**src/rtl/core/crpa_pkg.sv**
```systemverilog
// ----------------------------------------------------------------------------
// crpa_pkg
// Shared constants and codes for the clip region point/area test block.
// ----------------------------------------------------------------------------
`default_nettype none

package crpa_pkg;

    // default sizing
    localparam int MAX_RECTS_DEF  = 64;
    localparam int COORD_BITS_DEF = 16;

    // port field widths
    localparam int KIND_W     = 2;
    localparam int SLOT_W     = 6;
    localparam int FIELD_W    = 16;
    localparam int VERDICT_W  = 2;
    localparam int CFG_IDX_W  = 2;
    localparam int CFG_DATA_W = 15;
    localparam int WIN_W      = 15;
    localparam int CNT_W      = 7;

    // item kinds
    localparam logic [KIND_W-1:0] K_LOAD  = 2'd0;
    localparam logic [KIND_W-1:0] K_RESET = 2'd1;
    localparam logic [KIND_W-1:0] K_POINT = 2'd2;
    localparam logic [KIND_W-1:0] K_AREA  = 2'd3;

    // verdicts
    localparam logic [VERDICT_W-1:0] V_INVIS   = 2'd0;
    localparam logic [VERDICT_W-1:0] V_VIS     = 2'd1;
    localparam logic [VERDICT_W-1:0] V_PARTIAL = 2'd2;

    // register indexes
    localparam logic [CFG_IDX_W-1:0] CFG_WIN_W = 2'd0;
    localparam logic [CFG_IDX_W-1:0] CFG_WIN_H = 2'd1;
    localparam logic [CFG_IDX_W-1:0] CFG_COUNT = 2'd2;

endpackage

`default_nettype wire

```
**src/rtl/core/crpa_box_unit.sv**
```systemverilog
// ----------------------------------------------------------------------------
// crpa_box_unit
// Shared compare unit: point-in-box test and empty-box shrink step.
// ----------------------------------------------------------------------------
`default_nettype none

module crpa_box_unit #(
    parameter int CB = crpa_pkg::COORD_BITS_DEF
) (
    input  logic signed [CB-1:0] i_px,
    input  logic signed [CB-1:0] i_py,
    input  logic [4*CB-1:0]      i_box,  // left, top, right, bottom
    input  logic [4*CB-1:0]      i_bnd,  // min_x, min_y, max_x, max_y
    output logic                 o_inside,
    output logic [4*CB-1:0]      o_bnd
);

    localparam logic signed [CB-1:0] ONE = CB'(1);

    logic signed [CB-1:0] w_l, w_t, w_r, w_b;
    logic signed [CB-1:0] w_mnx, w_mny, w_mxx, w_mxy;
    logic signed [CB-1:0] n_mnx, n_mny, n_mxx, n_mxy;

    assign {w_l, w_t, w_r, w_b}         = i_box;
    assign {w_mnx, w_mny, w_mxx, w_mxy} = i_bnd;

    assign o_inside = (i_px >= w_l) && (i_py >= w_t) && (i_px <= w_r) && (i_py <= w_b);

    assign n_mnx = ((i_px > w_r) && (w_r >= w_mnx)) ? w_r + ONE : w_mnx;
    assign n_mny = ((i_py > w_b) && (w_b >= w_mny)) ? w_b + ONE : w_mny;
    assign n_mxx = ((i_px < w_l) && (w_l <= w_mxx)) ? w_l - ONE : w_mxx;
    assign n_mxy = ((i_py < w_t) && (w_t <= w_mxy)) ? w_t - ONE : w_mxy;

    assign o_bnd = {n_mnx, n_mny, n_mxx, n_mxy};

endmodule

`default_nettype wire

```
**config.mk**
```make
export PLATFORM = sky130hd
export DESIGN_NAME = crpa_box_unit
export DESIGN_NICKNAME = d
export VERILOG_FILES = /design/src/rtl/core/crpa_pkg.sv /design/src/rtl/core/crpa_box_unit.sv
export SDC_FILE = /design/constraint.sdc
export NUM_CORES = 1
export LEC_CHECK = 0
export BUFFER_PORTS_ARGS = -buffer_cell sky130_fd_sc_hd__buf_2
export CAP_MARGIN = 10
export CORE_ASPECT_RATIO = 1.4
export CORE_UTILIZATION = 50
export DETAILED_ROUTE_END_ITERATION = 8
export GPL_TIMING_DRIVEN = 0
export PLACE_DENSITY = 0.81
export SYNTH_ARGS = -nofsm -noshare
export SYNTH_HDL_FRONTEND = slang
export SYNTH_SLANG_ARGS = --single-unit
```
**constraint.sdc**
```tcl
create_clock -name vclk -period 3.1
set_input_delay 0.31 -clock vclk [all_inputs]
set_output_delay 0.31 -clock vclk [all_outputs]
set_load 0.01 [all_outputs]
```
==> impl_metrics.py <==
metrics = {
    "status": {
        "outcome": "finished, final reports clean",
    },
    "floorplan": {
        "start_util_pct": 51.55,
        "die_height_um": 118.8,
        "fp.dieW_um": 85.46,
        "num_rows": 42,
        "io_pins": 225,
        "dieArea_um2": 10160,
        "coreArea_um2": 9459,
    },
    "layout": {
        "layout.nets": 1174,
        "drive_above_1_share_pct": 28.75,
        "stdcell_area_um2": 6223,
        "regArea_um2": 0,
        "diodes": 0,
        "synthToLayoutAreaGrowth_pct": 27.64,
        "seq_cell_count": 0,
        "nClkBuffers": 0,
    },
    "sta": {
        "report.final.slew_viol_count": 0,
        "rsz0062_at_grt": "no",
        "max_freq_mhz": 337.4,
        "slew_headroom_pct": 66.20,
        "finalHoldViolations": 0,
        "finalSetupViolations": 0,
        "fin_crit_sh_pct": 95.60,
        "period_minus_slack_ns": 2.964,
        "setup_tns_ns": 0,
        "tightest_slew_ns": 0.5031,
        "fin_ws_ns": 0.1364,
    },
    "synthesis": {
        "syn_area_um2": 4876,
        "synth-seq-area-share_pct": 0,
        "postSynthAreaPerCell_um2": 7.456,
        "synth_cell_types": 47,
        "yosys_warnings": 0,
        "synth.top_cell.area_share_pct": 33.87,
        "synth_largest_area_cell": "ha_1",
        "synthCells": 654,
        "syn-num-nets": 946,
        "synthTopCellsByArea": "ha_1 (34%), mux2i_1 (12%), inv_1 (10%)",
    },
    "pwr": {
        "peakVddDrop_uv": 113.9,
        "pwr-share-seq_pct": 0,
        "p_int_uw": 472.1,
        "p_comb_share_pct": 100.0,
        "p_per_area_nw_per_um2": 161.4,
        "swShare_pct": 53.01,
        "p_clk_share_pct": 0,
        "p_sw_uw": 532.5,
        "p_leak_uw": 0.003747,
    },
    "global_route": {
        "grt_pass1_wl_um": 22660,
        "grt.total_usage_pct": 26.54,
        "antenna_found_initial": 0,
        "grt_pass1_vias": 5449,
        "overflow": 0,
        "use_met1_pct": 26.68,
        "grt_max_degree": 11,
        "met3_usage_pct": 1.663,
        "grt.busiest_layer": "met2",
        "met2_usage_pct": 56.00,
    },
    "detailed_routing": {
        "wl_um": 14040,
        "drtPass1Iterations": 4,
        "ant_nets": 0,
        "vias_per_cell": 5.567,
        "post_drt_wl_per_cell_um": 14.18,
        "drc": 0,
        "vias": 5511,
        "drt-initial-drc-count": 105,
    },
    "critical_path": {
        "worstPathMaxFanout": 5,
        "cp-start-kind": "primary input",
        "path_buf_inv": 4,
        "cp_common_cell": "buf_2",
        "max_stage_delay_ns": 0.41,
        "cp.required_ns": 2.79,
        "crit_family": "simple AND/OR/NAND/NOR gates",
        "slowest_stage": "or3_4",
        "cp.arrival_ns": 2.65,
        "critical_path_class": "primary input to output port",
        "end_kind": "output port",
        "crit_path_cell_trace": "buf_2 -> inv_1 -> ha_1 -> nand4_1 -> nor3_4 -> o211ai_1 -> o2111ai_1 -> nand3_2 -> or3_4 -> buf_4 -> mux2_2 -> buf_2",
    },
    "placed_design": {
        "dp_slack_ns": -0.2370,
        "port_buffers": 225,
        "gp_congestion": 0.8801,
        "hpwlAfterDp_um": 12670,
        "placedInstanceArea_um2": 6140,
    },
    "job": {
        "max_cap_violations": 0,
    },
    "hold_path": {
        "hold_class": "primary input to output port",
    },
    "clock_network": {
        "cts_hold_buf": 0,
    },
}
[cell usage after synthesis (all sizes together), types with 4 or more instances]
library cell and count:
nand2 22, and4 7, nor4 4, or3 4, mux2i 58, a211oi 4, a21oi 37, o21ai 13
nor2 21, inv 131, and3 8, nor2b 10, a21o 17, nand3 24, xnor2 55, mux2 9
nand4 28, nor3 22, o211ai 7, ha 132, buf 4
[routing by layer]
| layer | share of wire [%] | vias to the layer above |
|---|---|---|
| li1 | - | 2787 |
| met1 | 37 | 2502 |
| met2 | 55 | 189 |
| met3 | 4.4 | 33 |
| met4 | 2.9 | 0 |
| met5 | 0 | - |
[power by group through the flow]
stage | Combinational, uW | Clock (uW) | Sequential [uW]
2_1_floorplan | 597 | 0 | 0
3_3_place_gp | 952 | 0 | 0
3_5_place_dp | 972 | 0 | 0
4_1_cts | 982 | 0 | 0
5_1_grt | 1110 | 0 | 0
6_report | 1000 | 0 | 0
[through the flow]
stage | utilization, % | hold slack [ns] | power (uW) | instances
floorplan | - | 0.7714 | 596.9 | 654
global placement | 64.91 | 0.9469 | 951.7 | 989
detailed placement | 64.91 | 0.9481 | 971.6 | 989
CTS | 65.07 | 0.9494 | 982.1 | 987
global route | 65.79 | 0.9694 | 1113 | 990
finish | 65.79 | 0.9476 | 1005 | 990
[worst paths after layout]
kind | startpoint | end | slack [ns] | cells after the start
worst max-delay path | i_box[29] | o_bnd[48] | 0.14 | 12
worst min-delay path | i_bnd[4] | o_bnd[4] | 0.95 | 3
[layout make-up]
cell class / count / area (um^2)
Tap cell: 110 / 137.6
Inverter: 131 / 491.7
Timing Repair Buffer: 228 / 1149
Multi-Input combinational cell: 516 / 4404
Buffer: 5 / 41.29
Fill cell: 876 / 3236
[logic make-up (layout without fill, tap and decap cells)]
logic type | Yosys count | after routing | synth area share (%)
AO/OA/AOI/OAI | 102 | 102 | 13.45
XOR/XNOR | 55 | 55 | 9.879
adder cells (fa/ha/maj) | 132 | 132 | 33.87
buffers and inverters | 138 | 364 | 10.73
multiplexers | 67 | 67 | 13.99
AND/OR/NAND/NOR | 160 | 160 | 18.09
[placed cells by master (no fill, tap or decap), types with 2 or more instances in the layout]
cell type	netlist	final
buf_2	4	225
ha_1	132	132
inv_1	131	131
mux2i_1	58	58
xnor2_1	55	55
a21oi_1	37	37
nand4_1	28	28
nand3_1	24	23
nand2_1	22	22
nor2_1	21	21
nor3_1	21	20
a21o_1	17	16
o21ai_0	11	11
nor2b_1	10	10
mux2_2	9	9
and3_1	8	8
and4_1	7	7
o211ai_1	7	7
buf_4	0	5
nor4_1	4	4
a211oi_1	4	4
o21a_1	3	3
or3_1	3	2
o31ai_1	2	2
a31oi_1	2	2
a211o_1	2	2
buf_6	0	2
or3_4	1	2
a31o_2	2	2
a21boi_0	2	2
or4_1	2	2
o21bai_1	2	2
nand2b_1	2	2
nor4b_1	2	2
[timing repair]
item | in CTS | in global routing
pin swaps | 0 | 3
gates resized for setup | 6 | 14
buffers inserted | 0 | 3
hold endpoints to repair | 0 | 0
endpoints found under the setup margin | 43 | 47
Note: power is estimated with default switching activity, not from simulation.
